### src/hw/rtl/rcli_pkg.sv
// Shared types and constants for the rate curve interpolator.
// Used by rcli_table, rcli_div and the top level; depends on nothing.
package rcli_pkg;

  localparam int TABLE_DEPTH = 16;
  localparam int IDX_W       = $clog2(TABLE_DEPTH);
  localparam int CNT_W       = $clog2(TABLE_DEPTH + 1);

  localparam int TIME_W = 24;
  localparam int RATE_W = 32;
  localparam int SUM_W  = RATE_W + 3;

  // Divider sizing: |product| < 2^56, quotient magnitude < 2^33, divisor < 2^24
  localparam int DIVN_W = 56;
  localparam int DIVQ_W = 33;
  localparam int DIVD_W = 24;
  localparam int DIVC_W = $clog2(DIVQ_W + 1);

  localparam logic [RATE_W-1:0] RATE_ONE = 32'h0100_0000;

  typedef enum logic {
    FUNC_INSERT = 1'b0,
    FUNC_QUERY  = 1'b1
  } func_e;

  typedef enum logic [1:0] {
    STS_OK       = 2'd0,
    STS_NEG_TIME = 2'd1,
    STS_DUP_TIME = 2'd2,
    STS_FULL     = 2'd3
  } status_e;

  typedef enum logic [3:0] {
    S_IDLE,
    S_INS_SCAN,
    S_INS_DEC,
    S_Q_LAST,
    S_Q_FIRST,
    S_Q_SCAN,
    S_Q_MUL,
    S_Q_DIV_GO,
    S_Q_DIV_WAIT,
    S_Q_FIX,
    S_DONE
  } rcli_state_e;

  typedef struct packed {
    logic                     func;
    logic signed [TIME_W-1:0] point_time;
    logic signed [RATE_W-1:0] point_rate;
    logic signed [TIME_W-1:0] query_time;
  } rcli_in_t;

  typedef struct packed {
    logic signed [RATE_W-1:0] rate_value;
    logic [1:0]               status;
  } rcli_out_t;

  typedef struct packed {
    logic signed [TIME_W-1:0] pt_time;
    logic signed [RATE_W-1:0] pt_rate;
  } rcli_entry_t;

  typedef struct packed {
    logic              start;
    logic [DIVN_W-1:0] dividend;
    logic [DIVD_W-1:0] divisor;
  } rcli_div_req_t;

  typedef struct packed {
    logic              busy;
    logic              done;
    logic [DIVQ_W-1:0] quotient;
  } rcli_div_rsp_t;

endpackage

### src/hw/rtl/rate_curve_linear_interpolator.sv
// Rate curve interpolator top level: sequencer, scan, multiply and result stage.
// Depends on rcli_pkg, rcli_table and rcli_div.
//
// Usage:
//   Input channel (in_valid_i / in_stall_o / in_data_i) carries one item per
//   transfer: func selects insert (append a time/rate point) or query (rate at
//   query_time). Output channel (out_valid_o / out_stall_i / out_data_o) gives
//   exactly one result per item, in order.
//   Items are processed one at a time; in_stall_o is high from the transfer
//   until the result enters the output register.
//   Insert: the duplicate check does one table read per stored point.
//   Query: run time is set by the point scan (one table read per cycle) and
//   the 33-step divider; an empty table or a time outside the curve skips both.
//   The output register holds a result while out_stall_i is high; the next
//   item is accepted meanwhile and waits in its final state for the slot.
//   Reset empties the table (point count to zero) and drops any pending result.
module rate_curve_linear_interpolator (
  input  logic                clk_i,
  input  logic                rst_ni,
  input  logic                in_valid_i,
  output logic                in_stall_o,
  input  rcli_pkg::rcli_in_t  in_data_i,
  output logic                out_valid_o,
  input  logic                out_stall_i,
  output rcli_pkg::rcli_out_t out_data_o
);
  import rcli_pkg::*;

  function automatic logic signed [RATE_W-1:0] sat_rate(input logic signed [SUM_W-1:0] v);
    logic signed [SUM_W-1:0] hi;
    logic signed [SUM_W-1:0] lo;
    hi = $signed({4'b0000, {(RATE_W-1){1'b1}}});
    lo = $signed({4'b1111, {(RATE_W-1){1'b0}}});
    if (v > hi) begin
      return hi[RATE_W-1:0];
    end else if (v < lo) begin
      return lo[RATE_W-1:0];
    end
    return v[RATE_W-1:0];
  endfunction

  rcli_state_e state_q, state_d;

  logic [CNT_W-1:0]   cnt_q, cnt_d;
  logic [IDX_W-1:0]   idx_q, idx_d;
  rcli_in_t           item_q, item_d;
  logic               dup_q, dup_d;
  rcli_entry_t        last_q, last_d;
  rcli_entry_t        prev_q, prev_d;
  logic signed [TIME_W:0]      dtq_q, dtq_d;
  logic signed [TIME_W:0]      dt_q, dt_d;
  logic signed [RATE_W:0]      dr_q, dr_d;
  logic signed [TIME_W+RATE_W+1:0] prod_q, prod_d;
  logic               neg_q, neg_d;
  rcli_out_t          res_q, res_d;
  rcli_out_t          out_q, out_d;
  logic               out_valid_q, out_valid_d;

  rcli_entry_t        rd_data;
  rcli_entry_t        wr_data;
  logic               wr_en;
  rcli_div_req_t      div_req;
  rcli_div_rsp_t      div_rsp;

  logic [CNT_W-1:0]   cnt_m1;
  logic [IDX_W-1:0]   last_idx;
  logic               at_last;
  logic               t_le_rd;
  logic               t_ge_last;
  logic               match;
  logic               out_free;
  logic [TIME_W+RATE_W+1:0] prod_mag;
  logic [DIVQ_W-1:0]  qmag;
  logic signed [DIVQ_W:0] qs;
  logic signed [RATE_W-1:0] qsat;

  assign cnt_m1    = cnt_q - CNT_W'(1);
  assign last_idx  = cnt_m1[IDX_W-1:0];
  assign at_last   = (idx_q == last_idx);
  assign t_le_rd   = (item_q.query_time <= rd_data.pt_time);
  assign t_ge_last = (item_q.query_time >= last_q.pt_time);
  assign match     = (rd_data.pt_time == item_q.point_time);
  assign out_free  = !out_valid_q || !out_stall_i;

  assign prod_mag = prod_q[TIME_W+RATE_W+1] ? ('0 - prod_q) : prod_q;
  assign qmag     = (dt_q == '0) ? '0 : div_rsp.quotient;
  assign qs       = neg_q ? -$signed({1'b0, qmag}) : $signed({1'b0, qmag});
  assign qsat     = sat_rate(SUM_W'(qs));

  // next state
  always_comb begin
    state_d = state_q;
    unique case (state_q)
      S_IDLE: begin
        if (in_valid_i) begin
          if (in_data_i.func == FUNC_QUERY) begin
            state_d = (cnt_q == '0) ? S_DONE : S_Q_LAST;
          end else begin
            state_d = (cnt_q == '0) ? S_INS_DEC : S_INS_SCAN;
          end
        end
      end
      S_INS_SCAN:   if (at_last) state_d = S_INS_DEC;
      S_INS_DEC:    state_d = S_DONE;
      S_Q_LAST:     state_d = S_Q_FIRST;
      S_Q_FIRST:    state_d = (t_le_rd || t_ge_last) ? S_DONE : S_Q_SCAN;
      S_Q_SCAN:     if (t_le_rd || at_last) state_d = S_Q_MUL;
      S_Q_MUL:      state_d = S_Q_DIV_GO;
      S_Q_DIV_GO:   state_d = (dt_q == '0) ? S_Q_FIX : S_Q_DIV_WAIT;
      S_Q_DIV_WAIT: if (div_rsp.done) state_d = S_Q_FIX;
      S_Q_FIX:      state_d = S_DONE;
      S_DONE:       if (out_free) state_d = S_IDLE;
      default:      state_d = S_IDLE;
    endcase
  end

  // outputs and datapath updates
  always_comb begin
    cnt_d       = cnt_q;
    idx_d       = idx_q;
    item_d      = item_q;
    dup_d       = dup_q;
    last_d      = last_q;
    prev_d      = prev_q;
    dtq_d       = dtq_q;
    dt_d        = dt_q;
    dr_d        = dr_q;
    prod_d      = prod_q;
    neg_d       = neg_q;
    res_d       = res_q;
    out_d       = out_q;
    out_valid_d = out_valid_q && out_stall_i;
    wr_en       = 1'b0;
    div_req.start    = 1'b0;
    div_req.dividend = prod_mag[DIVN_W-1:0];
    div_req.divisor  = dt_q[DIVD_W-1:0];

    unique case (state_q)
      S_IDLE: begin
        if (in_valid_i) begin
          item_d = in_data_i;
          dup_d  = 1'b0;
          // table read is registered, so the address is set ahead of the check
          idx_d  = (in_data_i.func == FUNC_QUERY) ? last_idx : '0;
          res_d  = '{rate_value: RATE_ONE, status: STS_OK};
        end
      end
      S_INS_SCAN: begin
        dup_d = dup_q | match;
        idx_d = idx_q + IDX_W'(1);
      end
      S_INS_DEC: begin
        res_d.rate_value = '0;
        if (item_q.point_time < 0) begin
          res_d.status = STS_NEG_TIME;
        end else if (dup_q) begin
          res_d.status = STS_DUP_TIME;
        end else if (cnt_q >= CNT_W'(TABLE_DEPTH)) begin
          res_d.status = STS_FULL;
        end else begin
          res_d.status = STS_OK;
          wr_en        = 1'b1;
          cnt_d        = cnt_q + CNT_W'(1);
        end
      end
      S_Q_LAST: begin
        last_d = rd_data;
        idx_d  = '0;
      end
      S_Q_FIRST: begin
        if (t_le_rd) begin
          res_d.rate_value = rd_data.pt_rate;
        end else if (t_ge_last) begin
          res_d.rate_value = last_q.pt_rate;
        end else begin
          prev_d = rd_data;
          idx_d  = IDX_W'(1);
        end
      end
      S_Q_SCAN: begin
        if (t_le_rd || at_last) begin
          dtq_d = (TIME_W+1)'(item_q.query_time) - (TIME_W+1)'(prev_q.pt_time);
          dt_d  = (TIME_W+1)'(rd_data.pt_time) - (TIME_W+1)'(prev_q.pt_time);
          dr_d  = (RATE_W+1)'(rd_data.pt_rate) - (RATE_W+1)'(prev_q.pt_rate);
        end else begin
          prev_d = rd_data;
          idx_d  = idx_q + IDX_W'(1);
        end
      end
      S_Q_MUL: begin
        prod_d = dtq_q * dr_q;
      end
      S_Q_DIV_GO: begin
        div_req.start = (dt_q != '0);
        neg_d         = prod_q[TIME_W+RATE_W+1];
      end
      S_Q_DIV_WAIT: ;
      S_Q_FIX: begin
        res_d.rate_value = sat_rate(SUM_W'(prev_q.pt_rate) + SUM_W'(qsat));
        res_d.status     = STS_OK;
      end
      S_DONE: begin
        if (out_free) begin
          out_d       = res_q;
          out_valid_d = 1'b1;
        end
      end
      default: ;
    endcase
  end

  always_ff @(posedge clk_i or negedge rst_ni) begin
    if (!rst_ni) begin
      state_q     <= S_IDLE;
      cnt_q       <= '0;
      out_valid_q <= 1'b0;
    end else begin
      state_q     <= state_d;
      cnt_q       <= cnt_d;
      out_valid_q <= out_valid_d;
    end
  end

  always_ff @(posedge clk_i) begin
    idx_q  <= idx_d;
    item_q <= item_d;
    dup_q  <= dup_d;
    last_q <= last_d;
    prev_q <= prev_d;
    dtq_q  <= dtq_d;
    dt_q   <= dt_d;
    dr_q   <= dr_d;
    prod_q <= prod_d;
    neg_q  <= neg_d;
    res_q  <= res_d;
    out_q  <= out_d;
  end

  assign wr_data.pt_time = item_q.point_time;
  assign wr_data.pt_rate = item_q.point_rate;

  rcli_table u_table (
    .clk_i     (clk_i),
    .wr_en_i   (wr_en),
    .wr_addr_i (cnt_q[IDX_W-1:0]),
    .wr_data_i (wr_data),
    .rd_addr_i (idx_d),
    .rd_data_o (rd_data)
  );

  rcli_div u_div (
    .clk_i  (clk_i),
    .rst_ni (rst_ni),
    .req_i  (div_req),
    .rsp_o  (div_rsp)
  );

  assign in_stall_o  = (state_q != S_IDLE);
  assign out_valid_o = out_valid_q;
  assign out_data_o  = out_q;

  a_accept_busy: assert property (@(posedge clk_i) disable iff (!rst_ni)
    (state_q == S_IDLE && in_valid_i) |=> (state_q != S_IDLE))
    else $error("accepted item did not start processing");

  a_count_bound: assert property (@(posedge clk_i) disable iff (!rst_ni)
    cnt_q <= CNT_W'(TABLE_DEPTH))
    else $error("point count above table depth");

  a_count_step: assert property (@(posedge clk_i) disable iff (!rst_ni)
    (cnt_q != $past(cnt_q)) |-> ($past(state_q) == S_INS_DEC))
    else $error("point count changed outside an insert decision");

  a_div_done_wait: assert property (@(posedge clk_i) disable iff (!rst_ni)
    div_rsp.done |-> (state_q == S_Q_DIV_WAIT))
    else $error("divider finished while sequencer not waiting");

endmodule

### src/hw/rtl/rcli_table.sv
// Curve point storage: one write port, one read port with registered data.
// Depends on rcli_pkg.
module rcli_table (
  input  logic                            clk_i,
  input  logic                            wr_en_i,
  input  logic [rcli_pkg::IDX_W-1:0]      wr_addr_i,
  input  rcli_pkg::rcli_entry_t           wr_data_i,
  input  logic [rcli_pkg::IDX_W-1:0]      rd_addr_i,
  output rcli_pkg::rcli_entry_t           rd_data_o
);
  import rcli_pkg::*;

  rcli_entry_t mem [TABLE_DEPTH];
  rcli_entry_t rd_data_q;

  always_ff @(posedge clk_i) begin
    if (wr_en_i) begin
      mem[wr_addr_i] <= wr_data_i;
    end
    rd_data_q <= mem[rd_addr_i];
  end

  assign rd_data_o = rd_data_q;

endmodule

### src/hw/rtl/rcli_div.sv
// Iterative unsigned restoring divider, one quotient bit per cycle.
// Depends on rcli_pkg.
module rcli_div (
  input  logic                    clk_i,
  input  logic                    rst_ni,
  input  rcli_pkg::rcli_div_req_t req_i,
  output rcli_pkg::rcli_div_rsp_t rsp_o
);
  import rcli_pkg::*;

  logic [DIVD_W-1:0] rem_q, rem_d;
  logic [DIVQ_W-1:0] quo_q, quo_d;
  logic [DIVD_W-1:0] dvs_q, dvs_d;
  logic [DIVC_W-1:0] cnt_q, cnt_d;
  logic              busy_q, busy_d;
  logic              done_q, done_d;

  logic [DIVD_W:0] trial;
  logic [DIVD_W:0] diff;
  logic            fits;

  assign trial = {rem_q, quo_q[DIVQ_W-1]};
  assign diff  = trial - {1'b0, dvs_q};
  assign fits  = trial >= {1'b0, dvs_q};

  always_comb begin
    rem_d  = rem_q;
    quo_d  = quo_q;
    dvs_d  = dvs_q;
    cnt_d  = cnt_q;
    busy_d = busy_q;
    done_d = 1'b0;
    if (req_i.start) begin
      // high dividend bits are known to be below the divisor
      rem_d  = DIVD_W'(req_i.dividend[DIVN_W-1:DIVQ_W]);
      quo_d  = req_i.dividend[DIVQ_W-1:0];
      dvs_d  = req_i.divisor;
      cnt_d  = DIVC_W'(DIVQ_W);
      busy_d = 1'b1;
    end else if (busy_q) begin
      rem_d = fits ? diff[DIVD_W-1:0] : trial[DIVD_W-1:0];
      quo_d = {quo_q[DIVQ_W-2:0], fits};
      cnt_d = cnt_q - DIVC_W'(1);
      if (cnt_q == DIVC_W'(1)) begin
        busy_d = 1'b0;
        done_d = 1'b1;
      end
    end
  end

  always_ff @(posedge clk_i or negedge rst_ni) begin
    if (!rst_ni) begin
      cnt_q  <= '0;
      busy_q <= 1'b0;
      done_q <= 1'b0;
    end else begin
      cnt_q  <= cnt_d;
      busy_q <= busy_d;
      done_q <= done_d;
    end
  end

  always_ff @(posedge clk_i) begin
    rem_q <= rem_d;
    quo_q <= quo_d;
    dvs_q <= dvs_d;
  end

  assign rsp_o.busy     = busy_q;
  assign rsp_o.done     = done_q;
  assign rsp_o.quotient = quo_q;

  a_start_idle: assert property (@(posedge clk_i) disable iff (!rst_ni)
    req_i.start |-> !busy_q)
    else $error("divider restarted while busy");

  a_rem_bound: assert property (@(posedge clk_i) disable iff (!rst_ni)
    busy_q |-> (rem_q < dvs_q))
    else $error("partial remainder not below divisor");

  a_done_after_busy: assert property (@(posedge clk_i) disable iff (!rst_ni)
    done_q |-> $past(busy_q))
    else $error("divider done without a running division");

endmodule
### config.mk
export PLATFORM = sky130hd
export DESIGN_NAME = rate_curve_linear_interpolator
export DESIGN_NICKNAME = d
export VERILOG_FILES = /design/src/hw/rtl/rcli_pkg.sv /design/src/hw/rtl/rate_curve_linear_interpolator.sv /design/src/hw/rtl/rcli_table.sv /design/src/hw/rtl/rcli_div.sv
export SDC_FILE = /design/constraint.sdc
export NUM_CORES = 2
export LEC_CHECK = 0
export ABC_AREA = 1
export BUFFER_PORTS_ARGS = -buffer_cell sky130_fd_sc_hd__buf_2
export CORE_MARGIN = 5
export CORE_UTILIZATION = 56
export CTS_CLUSTER_SIZE = 10
export DETAILED_ROUTE_END_ITERATION = 8
export PLACE_DENSITY = 0.78
export SYNTH_ARGS = -nofsm -noshare
export SYNTH_HDL_FRONTEND = slang
export SYNTH_HIERARCHICAL = 1
export SYNTH_SLANG_ARGS = --single-unit
### constraint.sdc
create_clock -name clk_i -period 13.7 [get_ports clk_i]
set_input_delay 0.685 -clock clk_i [delete_from_list [all_inputs] [get_ports clk_i]]
set_output_delay 0.685 -clock clk_i [all_outputs]
set_load 0.01 [all_outputs]
==> results.md <==
* WS Path Type: flip-flop to flip-flop
* FILL cells at roughly 14000
* Area occupied by multi-input gates at 0.0458 mm²
* Crit path max fanout at 25
* Fin. Hold Viols at 0
* CP max stage delay at between 1 and 1.5 ns
* CTS max path bufs at 3
* CP max stage cell: edfxtp_1
* Die Area at between 0.15 and 0.2 mm²
* GPL Wtd Cong at slightly above 1
* Worst Path Required at about 14 ns
* Fmax achieved at approximately 120 MHz
* Flop2flop setup slack at around 5.3 ns
* Starting density of the core at 0.564
* Initial antenna violation count at 12
* Vias per cell at ~5.6
* Yosys warnings at 6
* CP startpoint: dr_q[7]
* Hold Crit Class: input port to flip-flop
* Worst-Margin Slew at roughly 1.4 ns
* DIE HEIGHT at 432 µm
* Routed vias at ~74000
* Period utilization at 0.612
* Fin Setup TNS at 0 ns
* Wire length on met2 at around 140000 µm
* Placed insts at roughly 13000
* Gate Count Post-Synth at 10700
* Nets at between 10000 and 15000
* Die Wd at between 400 and 500 µm
* Worst path cell trace: nand2_1, fa_1, inv_1, fa_1, inv_1, fa_1, inv_1, fa_1, inv_1, fa_1, fa_1, inv_1, fa_1, ha_1, nand2_1, nor2_1, nand2_1, o21ai_0, a21oi_1, xnor2_1
* Post-CTS Setup Bufs at 0
* CTS clk-pin slew, worst paths at ~0.070 ns
* Quantity of gates resized following cts at 0
* FF+latch area at ~0.043 mm²
* Relative slew margins at 0.0630
* DR DRC count at 0
* Global-route wire length before repair at between 400000 and 500000 µm
* CTS H-Tree Depth at 4
* Area Growth Syn to Fin at 7.34%
* Max Cap Viol at 0
* Crit path top cell by count: fa_1
* Worst Reg-to-Reg Cells at 20
* Fraction of layout cells with a size suffix above 1 at 0.0512
* Detailed placement HPWL at roughly 200000 µm
* Syn Area/Cell at 9.33 µm²
* WP data arrival at 8.88 ns
* Port bufs at 120
* Critical path startpoint category: flip-flop
* CTS Sinks at approximately 1500
* Vias in the first global route at between 70000 and 80000
* GR Overflow Total at 0
* Clock latency on the worst-skew pair at 0.82 ns
* Wire length per cell at roughly 22 µm
* Final slew viol count at 0
* Reg2reg end: prod_q[33]
* Setup violators final at 0
* DRT Pass-1 Iters at 7
* Post-Layout Cell Count at about 13000
* DP Worst Slack at about 5.5 ns
* Core ar. at about 0.18 mm²
* P_leak at 0.0500 µW
* ANT nets after route at 0
* Synth Cell Area at 0.0995 mm²
* Pwr per Cell Area at around 85 mW/mm²
* Final wirelength at between 200000 and 300000 µm
* RSZ-0062 raised after global routing: false
* Io pins at 121
* Gr usage total at 0.307
* CTS root buffer: clkbuf_16
* Cell Rows at ~150
* Final worst path period need at around 8.4 ns
* Worst setup margin at around 5.3 ns
* Critical path endpoint: prod_q[33]
* Metal-1 WL at just over 100000 µm
* Mapped Nets at 11900
* Top Metal Used: met5
* CTS Buf Count at 167
* Clock Skews at 0.0611 ns
* Largest net degree at the start of global routing at between 150 and 200
* Power Total at between 9000 and 10000 µW
* Starting DRT DRC Count at 7710
* Worst VDD drop at approximately 0.13 mV
* WL met3 at ~25000 µm
* Crit end category: flip-flop
* CTS tree: done
* Status: complete, no violations
* Crit Reg-Reg Startpoint: dr_q[7]
==> cell type report <==
class | count | area share
tap | 2340 | 0.0274
antenna | 8 | 0.000187
inverter | 2266 | 0.0798
clock buffer | 282 | 0.0442
timing repair buffer | 227 | 0.0133
multi-input combinational | 6493 | 0.429
sequential | 1457 | 0.403
clock inverter | 19 | 0.00327
==> routing by layer <==
layer / track usage / vias to the layer above
li1: - / 33100
met1: 0.377 / 35800
met2: 0.522 / 3874
met3: 0.0459 / 925
met4: 0.176 / 8
met5: 0 / -
==> worst max-delay path: cells and delay by family (launching register included) <==
family | cells | cell delay [ns]
AOI/OAI and AO/OA | 2 | 0.97
buffers and inverters | 5 | 0.28
xor gates and xnor gates | 1 | 0.56
and+or+nand+nor | 4 | 0.82
adders and majority gates | 8 | 4.12
DFF | 1 | 1.25
==> stage by stage <==
stage / hold slack [ns] / util / area, µm²
floorplan: 0.389 / - / 99500
global placement: 0.403 / 0.576 / 102000
detailed placement: 0.405 / 0.576 / 102000
CTS: 0.00124 / 0.605 / 107000
global route: 0.0210 / 0.605 / 107000
finish: 0.0502 / 0.605 / 107000
==> state kept, by name, indices dropped and copies added (netlist names), 4 cells and up <==
signal             count
u_table/mem          896
item_q                80
prod_q                57
last_q                56
prev_q                56
u_table/rd_data_o     56
out_data_o            34
res_q                 34
dr_q                  33
u_div/quo_q           33
dt_q                  25
dtq_q                 25
u_div/dvs_q           24
u_div/rem_q           24
u_div/cnt_q            6
cnt_q                  5
idx_q                  4
state_q                4
==> what timing repair did <==
item	CTS	global route
setup endpoints to repair	0	0
hold endpoints to repair	18	0
hold buffers	1	0
==> power breakdown <==
part,switching (µW),internal [µW],total [µW]
Clock,1770,2390,4160
Sequential,16.8,4820,4840
Combinational,86.6,38.1,125
Total,1880,7250,9120
==> layout by cell type (no fill, tap or decap), types with 31 or more instances in the layout <==
cell type,n
nand4_1,69
dfxtp_1,61
clkbuf_16,169
buf_4,105
clkbuf_1,106
o21ai_0,189
xnor2_1,125
fa_1,847
ha_1,349
nand3_1,857
nor3_1,44
edfxtp_1,1378
nand2_1,2904
nor2_1,374
a21oi_2,31
a21oi_1,260
inv_1,2253
xor2_1,154
buf_2,120
==> worst min-delay path by stage <==
stage             startpoint              to  cells past startpoint
4_1_cts        in_data_i[37]      item_q[37]                      1
3_3_place_gp       res_q[25]  out_data_o[25]                      0
2_1_floorplan         rst_ni        cnt_q[0]                      0
3_5_place_dp       res_q[25]  out_data_o[25]                      0
5_1_grt        in_data_i[32]      item_q[32]                      1
6_report       in_data_i[37]      item_q[37]                      1
Note: power is estimated with default switching activity, not from simulation.
